$ cat config.mk
export PLATFORM = sky130hd
export DESIGN_NAME = ramped_beep_pattern_timer
export DESIGN_NICKNAME = d
export VERILOG_FILES = /design/src/rtl/rbpt_pkg.sv /design/src/rtl/ramped_beep_pattern_timer.sv
export SDC_FILE = /design/constraint.sdc
export NUM_CORES = 1
export LEC_CHECK = 0
export BUFFER_PORTS_ARGS = -buffer_cell sky130_fd_sc_hd__buf_4
export CAP_MARGIN = 20
export CORE_MARGIN = 3
export CORE_UTILIZATION = 50
export DETAILED_ROUTE_END_ITERATION = 8
export GPL_TIMING_DRIVEN = 0
export PLACE_DENSITY = 0.69
export SLEW_MARGIN = 20
export SYNTH_ARGS = -nofsm -noshare
export SYNTH_HDL_FRONTEND = slang
export SYNTH_SLANG_ARGS = --single-unit
$ cat constraint.sdc
create_clock -name clk_i -period 6.8 [get_ports clk_i]
set_input_delay 0.34 -clock clk_i [delete_from_list [all_inputs] [get_ports clk_i]]
set_output_delay 0.34 -clock clk_i [all_outputs]
set_load 0.02 [all_outputs]
$ cat src/rtl/rbpt_pkg.sv
package rbpt_pkg;

  // item kinds on the input tuser
  typedef enum logic [1:0] {
    FUNC_TICK  = 2'd0,
    FUNC_START = 2'd1,
    FUNC_STOP  = 2'd2,
    FUNC_NONE  = 2'd3
  } func_e;

  // register map, index i at byte address 4*i
  localparam int unsigned ADDR_W  = 5;
  localparam int unsigned CFG_W   = 32;
  localparam logic [2:0] REG_MAX_DUR   = 3'd0;
  localparam logic [2:0] REG_CD_WINDOW = 3'd1;
  localparam logic [2:0] REG_CD_ON     = 3'd2;
  localparam logic [2:0] REG_CD_START  = 3'd3;
  localparam logic [2:0] REG_CD_END    = 3'd4;
  localparam logic [2:0] REG_AL_ON     = 3'd5;
  localparam logic [2:0] REG_AL_START  = 3'd6;
  localparam logic [2:0] REG_AL_END    = 3'd7;

  // field widths
  localparam int unsigned LONG_W = 24;
  localparam int unsigned GAP_W  = 16;

  // reset values
  localparam logic [LONG_W-1:0] RST_MAX_DUR   = 24'd60000;
  localparam logic [LONG_W-1:0] RST_CD_WINDOW = 24'd30000;
  localparam logic [GAP_W-1:0]  RST_CD_ON     = 16'd300;
  localparam logic [GAP_W-1:0]  RST_CD_START  = 16'd2700;
  localparam logic [GAP_W-1:0]  RST_CD_END    = 16'd100;
  localparam logic [GAP_W-1:0]  RST_AL_ON     = 16'd80;
  localparam logic [GAP_W-1:0]  RST_AL_START  = 16'd1420;
  localparam logic [GAP_W-1:0]  RST_AL_END    = 16'd120;

  // fixed ramp window of the alarm pattern
  localparam logic [LONG_W-1:0] AL_WINDOW = 24'd12000;

endpackage

$ cat src/rtl/ramped_beep_pattern_timer.sv
// channel   dir  handshake                      payload
// s_axis    in   s_axis_tvalid/s_axis_tready    tuser[1:0] func, tdata[0] pattern
// m_axis    out  m_axis_tvalid/m_axis_tready    tdata[0] buzzer_on, tdata[1] active
// apb       in   psel/penable/pwrite, pready=1  paddr 4*index, pwdata/prdata 32 bits
//
// start, stop and plain ticks go from accept through the eval and push steps to the output register.
// a tick that turns the buzzer off inside the ramp window adds multiply, divide and finish steps:
// the off gap comes from a bit-serial multiply and a restoring divide, one bit a cycle.
// one item is in work at a time; the next is accepted while a result waits in m_axis.
// rst_ni clears control state and loads the register reset values, no clearing pass.
module ramped_beep_pattern_timer
  import rbpt_pkg::*;
#(
  parameter int unsigned TIME_BITS = 24
) (
  input  logic              clk_i,
  input  logic              rst_ni,
  input  logic              s_axis_tvalid,
  output logic              s_axis_tready,
  input  logic [7:0]        s_axis_tdata,   // [0] pattern
  input  logic [1:0]        s_axis_tuser,   // [1:0] func
  output logic              m_axis_tvalid,
  input  logic              m_axis_tready,
  output logic [7:0]        m_axis_tdata,   // [0] buzzer_on, [1] active
  input  logic              psel,
  input  logic              penable,
  input  logic              pwrite,
  input  logic [ADDR_W-1:0] paddr,
  input  logic [CFG_W-1:0]  pwdata,
  output logic [CFG_W-1:0]  prdata,
  output logic              pready
);

  localparam int unsigned TB  = TIME_BITS;
  localparam int unsigned WW  = (TIME_BITS > LONG_W) ? TIME_BITS : LONG_W;
  localparam int unsigned RW  = WW + 1;
  localparam int unsigned PW  = TIME_BITS + GAP_W;
  localparam int unsigned CNW = $clog2(GAP_W);
  localparam logic [CNW-1:0] CNT_LAST = CNW'(GAP_W - 1);

  typedef enum logic [2:0] {
    S_IDLE,
    S_EVAL,
    S_MUL,
    S_DIV,
    S_FIN,
    S_PUSH
  } state_e;

  // configuration registers
  logic [LONG_W-1:0] max_dur_q, cd_win_q;
  logic [GAP_W-1:0]  cd_on_q, cd_start_q, cd_end_q, al_on_q, al_start_q, al_end_q;

  // control and datapath
  state_e            state_q;
  func_e             func_q;
  logic              pattern_q;
  logic              running_q, alarm_q, level_q;
  logic [TB-1:0]     elapsed_q;
  logic [TB:0]       toggle_q;
  logic [TB-1:0]     mcand_q;
  logic [PW-1:0]     prod_q;
  logic [RW-1:0]     rem_q;
  logic [GAP_W-1:0]  quo_q;
  logic [CNW-1:0]    cnt_q;
  logic              m_valid_q;
  logic [1:0]        m_data_q;

  logic              cfg_wr;
  logic [TB-1:0]     elapsed_inc;
  logic [GAP_W-1:0]  sel_on, sel_start, sel_end, gap_diff, gap_val;
  logic [WW-1:0]     sel_win;
  logic              ge_max, ge_tog, ge_win, ramp_down;
  logic [TB:0]       mul_top;
  logic [PW-1:0]     prod_nx;
  logic [RW-1:0]     div_t, div_r;
  logic              div_ge;
  logic              push_ok;

  // apb port
  assign pready = 1'b1;
  assign cfg_wr = psel & penable & pwrite & pready;

  always_ff @(posedge clk_i or negedge rst_ni) begin
    if (!rst_ni) begin
      max_dur_q  <= RST_MAX_DUR;
      cd_win_q   <= RST_CD_WINDOW;
      cd_on_q    <= RST_CD_ON;
      cd_start_q <= RST_CD_START;
      cd_end_q   <= RST_CD_END;
      al_on_q    <= RST_AL_ON;
      al_start_q <= RST_AL_START;
      al_end_q   <= RST_AL_END;
    end else if (cfg_wr) begin
      case (paddr[4:2])
        REG_MAX_DUR:   max_dur_q  <= pwdata[LONG_W-1:0];
        REG_CD_WINDOW: cd_win_q   <= pwdata[LONG_W-1:0];
        REG_CD_ON:     cd_on_q    <= pwdata[GAP_W-1:0];
        REG_CD_START:  cd_start_q <= pwdata[GAP_W-1:0];
        REG_CD_END:    cd_end_q   <= pwdata[GAP_W-1:0];
        REG_AL_ON:     al_on_q    <= pwdata[GAP_W-1:0];
        REG_AL_START:  al_start_q <= pwdata[GAP_W-1:0];
        REG_AL_END:    al_end_q   <= pwdata[GAP_W-1:0];
        default: ;
      endcase
    end
  end

  // register read back
  always_comb begin
    case (paddr[4:2])
      REG_MAX_DUR:   prdata = CFG_W'(max_dur_q);
      REG_CD_WINDOW: prdata = CFG_W'(cd_win_q);
      REG_CD_ON:     prdata = CFG_W'(cd_on_q);
      REG_CD_START:  prdata = CFG_W'(cd_start_q);
      REG_CD_END:    prdata = CFG_W'(cd_end_q);
      REG_AL_ON:     prdata = CFG_W'(al_on_q);
      REG_AL_START:  prdata = CFG_W'(al_start_q);
      REG_AL_END:    prdata = CFG_W'(al_end_q);
      default:       prdata = '0;
    endcase
  end

  // pattern parameters of the running mode
  assign sel_on    = alarm_q ? al_on_q    : cd_on_q;
  assign sel_start = alarm_q ? al_start_q : cd_start_q;
  assign sel_end   = alarm_q ? al_end_q   : cd_end_q;
  assign sel_win   = alarm_q ? WW'(AL_WINDOW) : WW'(cd_win_q);
  assign ramp_down = (sel_start >= sel_end);
  assign gap_diff  = ramp_down ? (sel_start - sel_end) : (sel_end - sel_start);

  // tick evaluation, saturating elapsed time
  assign elapsed_inc = (elapsed_q == {TB{1'b1}}) ? elapsed_q : (elapsed_q + 1'b1);
  assign ge_max      = (WW'(elapsed_inc) >= WW'(max_dur_q));
  assign ge_tog      = ({1'b0, elapsed_inc} >= toggle_q);
  assign ge_win      = (WW'(elapsed_inc) >= sel_win);

  // one multiplier bit per cycle, product shifts down through prod_q
  assign mul_top = {1'b0, prod_q[PW-1:GAP_W]} + (prod_q[0] ? {1'b0, mcand_q} : '0);
  assign prod_nx = {mul_top, prod_q[GAP_W-1:1]};

  // one quotient bit per cycle, remainder stays below the window
  assign div_t  = {rem_q[RW-2:0], quo_q[GAP_W-1]};
  assign div_ge = (div_t >= RW'(sel_win));
  assign div_r  = div_ge ? (div_t - RW'(sel_win)) : div_t;

  // ceiling on the falling ramp, floor on the rising one
  assign gap_val = ramp_down ? (sel_start - quo_q - GAP_W'(rem_q != '0))
                             : (sel_start + quo_q);

  assign push_ok       = !m_valid_q || m_axis_tready;
  assign s_axis_tready = (state_q == S_IDLE);
  assign m_axis_tvalid = m_valid_q;
  assign m_axis_tdata  = {6'b0, m_data_q};

  // sequencer, pattern state and output word
  always_ff @(posedge clk_i or negedge rst_ni) begin
    if (!rst_ni) begin
      state_q   <= S_IDLE;
      func_q    <= FUNC_TICK;
      pattern_q <= 1'b0;
      running_q <= 1'b0;
      alarm_q   <= 1'b0;
      level_q   <= 1'b0;
      elapsed_q <= '0;
      toggle_q  <= '0;
      mcand_q   <= '0;
      prod_q    <= '0;
      rem_q     <= '0;
      quo_q     <= '0;
      cnt_q     <= '0;
      m_valid_q <= 1'b0;
      m_data_q  <= '0;
    end else begin
      // output word leaves, unless the push step loads the next one
      if (m_valid_q && m_axis_tready && (state_q != S_PUSH)) begin
        m_valid_q <= 1'b0;
      end
      case (state_q)
        S_IDLE: begin
          if (s_axis_tvalid) begin
            func_q    <= func_e'(s_axis_tuser);
            pattern_q <= s_axis_tdata[0];
            state_q   <= S_EVAL;
          end
        end
        S_EVAL: begin
          state_q <= S_PUSH;
          case (func_q)
            FUNC_START: begin
              running_q <= 1'b1;
              alarm_q   <= pattern_q;
              level_q   <= 1'b1;
              elapsed_q <= '0;
              toggle_q  <= (TB+1)'(pattern_q ? al_on_q : cd_on_q);
            end
            FUNC_STOP: begin
              running_q <= 1'b0;
              alarm_q   <= 1'b0;
              level_q   <= 1'b0;
            end
            FUNC_TICK: begin
              if (running_q) begin
                elapsed_q <= elapsed_inc;
                if (ge_max) begin
                  running_q <= 1'b0;
                  alarm_q   <= 1'b0;
                  level_q   <= 1'b0;
                end else if (ge_tog) begin
                  level_q <= !level_q;
                  if (!level_q) begin
                    toggle_q <= {1'b0, elapsed_inc} + (TB+1)'(sel_on);
                  end else if (ge_win) begin
                    toggle_q <= {1'b0, elapsed_inc} + (TB+1)'(sel_end);
                  end else begin
                    mcand_q <= elapsed_inc;
                    prod_q  <= PW'(gap_diff);
                    cnt_q   <= '0;
                    state_q <= S_MUL;
                  end
                end
              end
            end
            default: ;
          endcase
        end
        S_MUL: begin
          prod_q <= prod_nx;
          cnt_q  <= cnt_q + 1'b1;
          if (cnt_q == CNT_LAST) begin
            rem_q   <= RW'(prod_nx[PW-1:GAP_W]);
            quo_q   <= prod_nx[GAP_W-1:0];
            state_q <= S_DIV;
          end
        end
        S_DIV: begin
          rem_q <= div_r;
          quo_q <= {quo_q[GAP_W-2:0], div_ge};
          cnt_q <= cnt_q + 1'b1;
          if (cnt_q == CNT_LAST) begin
            state_q <= S_FIN;
          end
        end
        S_FIN: begin
          toggle_q <= {1'b0, elapsed_q} + (TB+1)'(gap_val);
          state_q  <= S_PUSH;
        end
        S_PUSH: begin
          if (push_ok) begin
            m_valid_q <= 1'b1;
            m_data_q  <= {running_q, level_q};
            state_q   <= S_IDLE;
          end
        end
        default: state_q <= S_IDLE;
      endcase
    end
  end

`ifndef ASSERT_OFF
  // the buzzer never sounds without a running pattern
  a_level_needs_run: assert property (@(posedge clk_i) disable iff (!rst_ni)
    !running_q |-> !level_q)
    else $error("buzzer level set while idle");

  // the gap datapath only runs for a running pattern that just went quiet
  a_ramp_context: assert property (@(posedge clk_i) disable iff (!rst_ni)
    (state_q == S_MUL || state_q == S_DIV) |-> (running_q && !level_q))
    else $error("ramp arithmetic outside an off gap");

  // restoring divide keeps the partial remainder below the window
  a_rem_bound: assert property (@(posedge clk_i) disable iff (!rst_ni)
    (state_q == S_DIV) |-> (rem_q < RW'(sel_win)))
    else $error("divider remainder out of range");

  // a new result word is only loaded from the push step
  a_load_from_push: assert property (@(posedge clk_i) disable iff (!rst_ni)
    $rose(m_valid_q) |-> ($past(state_q) == S_PUSH))
    else $error("result word loaded outside push step");
`endif

endmodule

Yosys cells after proc, flatten, opt, wreduce, memory -nomap -nowiden. Cells that the tools add are included.

Add/sub/neg operators: 12. $lt $le $gt $ge: 5. Equality and inequality tests: 35. Mux-type cells: 62. Bitwise gates (word level): 4. Reduce and logical (&&, ||, !) cells: 36.

Operators by type and width (count): $pmux 32 s8 (1); $mux 40 (6); $mux 25 (7); $pmux 25 s2 (3); $mux 16 (7); $mux 24 (4); $pmux 40 s2 (1); $add 24x16->25 (3); $ge 24x24->1 (2); $pmux 24 s2 (1); $sub 16x16->16 (3); $pmux 16 s2 (1); $mux 3 (10); $add 24x24->25 (1); $ge 24x25->1 (1); $ge 25x24->1 (1); $reduce_bool 25->1 (1); $sub 25x24->25 (1); $add 24x1->24 const B (1); $eq 24x24->1 const B (1); $mux 4 (6); $ne 2x2->1 const B (12); $reduce_and 2->1 (12); $reduce_and 7->1 (3); other kinds (30) (65).

Bits in registers: 314. Input bits: 54. Output and inout bits: 43.

Logic depth before layout (Yosys ltp).
Depth after elaboration: 10. Depth in mapped cells: 29.

Worst setup path after synthesis. Ideal clock, no wire load.

Path type: flip-flop to flip-flop. Start point: register alarm_q. End point: register toggle_q[20]. Setup time: 77 ps. Arrival time: 6893 ps. Setup slack: -171 ps. Stages on the path, launching flop included: 29. Buffers on the path: 8. Cell sequence: dfrtp_1 > clkbuf_1 > buf_1 > buf_1 > buf_1 > mux2i_1 > ha_1 > clkbuf_1 > nand4_1 > a21oi_1 > o31ai_1 > a21oi_1 > o41ai_4 > buf_2 > buf_2 > clkbuf_1 > o21ai_0 > ha_1 > fa_1 > a21o_1 > a21oi_1 > o21ai_0 > a21oi_1 > o21ai_0 > a31oi_1 > nor2_1 > xnor2_1 > o221a_2 > a21oi_1.

Word-level cells in the longest chain between the ends: 9. Elaborated cells between the ends (all ways): 22. Those cells by class: add/sub (6); order compare (2); eq/ne (1); mux (12); reduce/logical (1).

Ends and longest elaborated chain: from (decl) (line ramped_beep_pattern_timer.sv:58) `logic running_q, alarm_q, level_q;`; from (signal assigned) (line ramped_beep_pattern_timer.sv:192) `alarm_q <= pattern_q;`; parallel branches: the longest is 9 deep, another holds $add 24x16->25; to (signal assigned) (line ramped_beep_pattern_timer.sv:195) `toggle_q <= (TB+1)'(pattern_q ? al_on_q : cd_on_q);`; to (signal assigned) (line ramped_beep_pattern_timer.sv:212) `toggle_q <= {1'b0, elapsed_inc} + (TB+1)'(sel_on);`; to (signal assigned) (line ramped_beep_pattern_timer.sv:214) `toggle_q <= {1'b0, elapsed_inc} + (TB+1)'(sel_end);`; to (decl) (line ramped_beep_pattern_timer.sv:60) `logic [TB:0] toggle_q;`.

Parallel ways; which one is timed is not known. The select of a mux whose other input is x is not followed. A chain may end at the register's enable or synchronous reset.

Worst setup path in the final report.
Start point: register alarm_q. End point: register toggle_q[21].

Same word-level chain as after synthesis.

==> qor.txt <==
outcome: finished clean
first-pass GRT wire length: 132000 um
PortBufs: 63
fmax: 154 MHz
number of enable flip-flop cells after synthesis: 0
Worst Setup SP: alarm_q
Req. time, crit path: 7.24 ns
Die Span X: 228 um
Max IR drop VDD: 0.251 mV
critical path startpoint category: flip-flop
total number of vias: 22600
worst setup margin: 0.303 ns
Synth top area share: 28.1%
Pwr Density: 351 mW/mm2
Clock Pin Slew Worst Setup and Hold Paths: 0.06 ns
M1 wire length: 36100 um
max incr delay on CP: 0.46 ns
Syn-to-layout area delta: 13.3%
nets@finish: 3227
Critical Path Sink: toggle_q[21]
most common cell after layout, fill and taps aside: nand2_1
Clk Tree Root Cell: clkbuf_16
Gate Count Post-Synth: 2800
final setup fails: 0
drt initial violations: 2364
CP delay by family, top: compound AO/OA/AOI/OAI gates
GRT Overall Usage: 32.9%
routed len/inst: 24.3 um
TritonCTS clock tree: yes
GR Overflow Total: 0
Routed WL: 88000 um
crit path DAT: 6.94 ns
sw frac: 44.5%
final hold vios: 0
yosys warns: 0
Worst Tran Pin Value: 1.16 ns
Tot Pwr: 9.83 mW
Main synth FF type: dfrtp_1
DR vias/cell: 6.24
Top Ports: 97
R2R Setup Slk: 0.30 ns
global placement routability congestion: 1.02
Levels on crit path: 25
diode count: 0
Comb power frac: 53.1%
Placed Instances: 3535
H-tree depth: 2
Pleak: 13.1 nW
fin util: 58.0%
layout cells sized above 1: 15.4%
reg-to-reg startpoint: alarm_q
asr flop ratio synth: 100%
Post-Syn Area per Cell: 8.82 um2
HPWL Detailed: 69500 um
ranking of synthesized cells by area: dfrtp_1 28%, ha_1 11%, mux2_2 6.9%
area leader, netlist: dfrtp_1
Power Internal: 5.45 mW
met3 WL: 7120 um
met2 WL: 39200 um
Hold WS: 0.0539 ns
antenna violations before repair: 1
worst reg2reg path endpoint: toggle_q[21]
largest net degree at the start of global routing: 92
master of the slowest instance on the critical path: dfrtp_2
worst skew pair latency: 0.58 ns
Worst Hold Class: primary input to flip-flop
DIE HEIGHT: 228 um
switching power: 4.38 mW
fin. max-slew vios: 0
Rel. slew slack: 22.4%
DRT antenna net count: 0
Crit path top cell by count: a21oi_1
core footprint: 0.0482 mm2
fin crit share: 95.5%
max-cap violations: 0
commonest cells after routing, fill and taps aside: 301 x nand2_1, 276 x dfrtp_1, 226 x nor2_1, 226 x ha_1, 197 x o21ai_0
worst-case clock buffer depth: 3
r2r worst-path depth: 25
synthesized area: 0.0247 mm2
Crit Path Class: flip-flop to flip-flop
non-filler instance count after layout: 3623
1st-pass router iterations: 6
Starting Density: 51.2%
Rows: 80
CTS buffer count: 38
minimum clock period: 6.50 ns
Max Used Layer: met4
part of the power in the clock network: 21.9%
vias in the first global route: 22000
die area: 0.0521 mm2
sequential area share after synthesis: 32.0%
Sink Count: 314
Buf/Inv on CP: 6
residual DRC count: 0
FF+latch count, synth: 314
Crit. End Element: flip-flop
skew final: 0.0227 ns
crit-path max FO: 15
setup slack at placement: -2.73 ns
Unique masters post-synth: 92
power share of the sequential group: 25.0%
-- flip-flops by register name (all words and copies together), names as in the netlist, 24 cells and up --
register	count
prod_q	40
cd_win_q	24
mcand_q	24
toggle_q	25
rem_q	25
elapsed_q	24
max_dur_q	24
-- cell type report --
class / instances / area [um2]
clock inverter: 13 / 153
sequential: 314 / 7910
tap: 656 / 821
fill: 4366 / 20200
buffer: 143 / 659
inverter: 164 / 617
timing repair buffer: 88 / 756
clock buffer: 56 / 1150
multi-input combinational: 2189 / 15900
-- worst register-to-register path, cell delays in order, from the launching register on --
cell and delay, ns:
dfrtp_2 0.46, buf_6 0.23, buf_6 0.24, buf_8 0.25, mux2i_4 0.32, ha_1 0.27
clkbuf_1 0.21, nand4_1 0.20, a21oi_1 0.09, o31ai_2 0.30, a21oi_1 0.16, o41ai_4 0.37
buf_6 0.23, mux2_2 0.42, ha_1 0.29, a21oi_1 0.24, o211ai_1 0.17, a2111oi_2 0.42
o31a_1 0.26, o31ai_4 0.12, o41ai_4 0.30, buf_4 0.21, nor2_1 0.06, xor2_1 0.15
a221oi_1 0.31, a21oi_1 0.08
-- worst min path at each step --
stage	from	end	slack [ns]	cells after the start
6_report	s_axis_tdata[0]	pattern_q	0.05	2
5_1_grt	s_axis_tdata[0]	pattern_q	0.06	2
4_1_cts	s_axis_tdata[0]	pattern_q	0.04	2
3_5_place_dp	rst_ni	prod_q[37]	0.40	1
3_3_place_gp	prod_q[34]	prod_q[34]	0.48	2
2_1_floorplan	rst_ni	al_end_q[0]	0.04	0
-- what timing repair did --
action | CTS | global route
hold buffers | 11 | 0
endpoints found under the hold margin | 95 | 0
buffers inserted | 2 | 9
pin swaps | 2 | 7
setup endpoints to repair | 39 | 85
resized for setup | 43 | 26
-- through the flow --
stage | TNS (ns) | area (um2)
final | 0 | 28000
after global routing | -0.00288 | 28000
after CTS | -0.0538 | 27800
after detailed placement | -46.40 | 26200
after global placement | -49.45 | 26000
after floorplan | 0 | 24800
-- cells by family (layout without fill, tap and decap cells) --
kind of cell	count (synthesis)	count (layout)	synth area share [%]
AO/OA/AOI/OAI	737	737	19.1
XOR/XNOR	132	132	4.74
adder cells (fa/ha/maj)	235	235	12.2
buffers and inverters	310	464	5.03
flip-flops	314	314	32.0
multiplexers	265	265	11.9
other	2	15	0.0304
AND/OR/NAND/NOR	805	805	15.1
-- cells in the mapped netlist, drive strengths merged (7+ instances only) --
| cell | instances |
|---|---|
| a21o | 59 |
| o31a | 7 |
| a22o | 8 |
| o21bai | 12 |
| or2 | 10 |
| or3 | 15 |
| o31ai | 14 |
| clkbuf | 99 |
| a21oi | 171 |
| nor4 | 17 |
| and3 | 17 |
| a2111oi | 11 |
| nand4 | 32 |
| xnor2 | 88 |
| mux2i | 107 |
| o21ai | 205 |
| nor2b | 27 |
| dfrtp | 277 |
| a211oi | 42 |
| o22a | 8 |
| and2 | 33 |
| dfstp | 37 |
| mux2 | 151 |
| nand2b | 19 |
| mux4 | 7 |
| fa | 9 |
| nor3 | 38 |
| a21boi | 8 |
| buf | 47 |
| o211ai | 21 |
| a221oi | 17 |
| nand3 | 41 |
| a31oi | 41 |
| ha | 226 |
| nand2 | 302 |
| o21a | 21 |
| nor2 | 227 |
| xor2 | 44 |
| o22ai | 37 |
| inv | 163 |
-- power by group through the flow --
stage	combinational, mW	clock, mW	sequential [mW]
after floorplan	3.44	0	2.37
after global placement	4.85	0	2.45
after detailed placement	4.92	0	2.46
after CTS	5.01	2.17	2.44
after global routing	5.62	2.25	2.49
final	5.21	2.15	2.46
-- metal layers --
metal | global-route usage (%) | up-vias
li1 | - | 10300
met1 | 43.6 | 11000
met2 | 51.9 | 1097
met3 | 5.54 | 247
met4 | 17.2 | 0
met5 | 0 | -
Note: power is estimated with default switching activity, not from simulation.
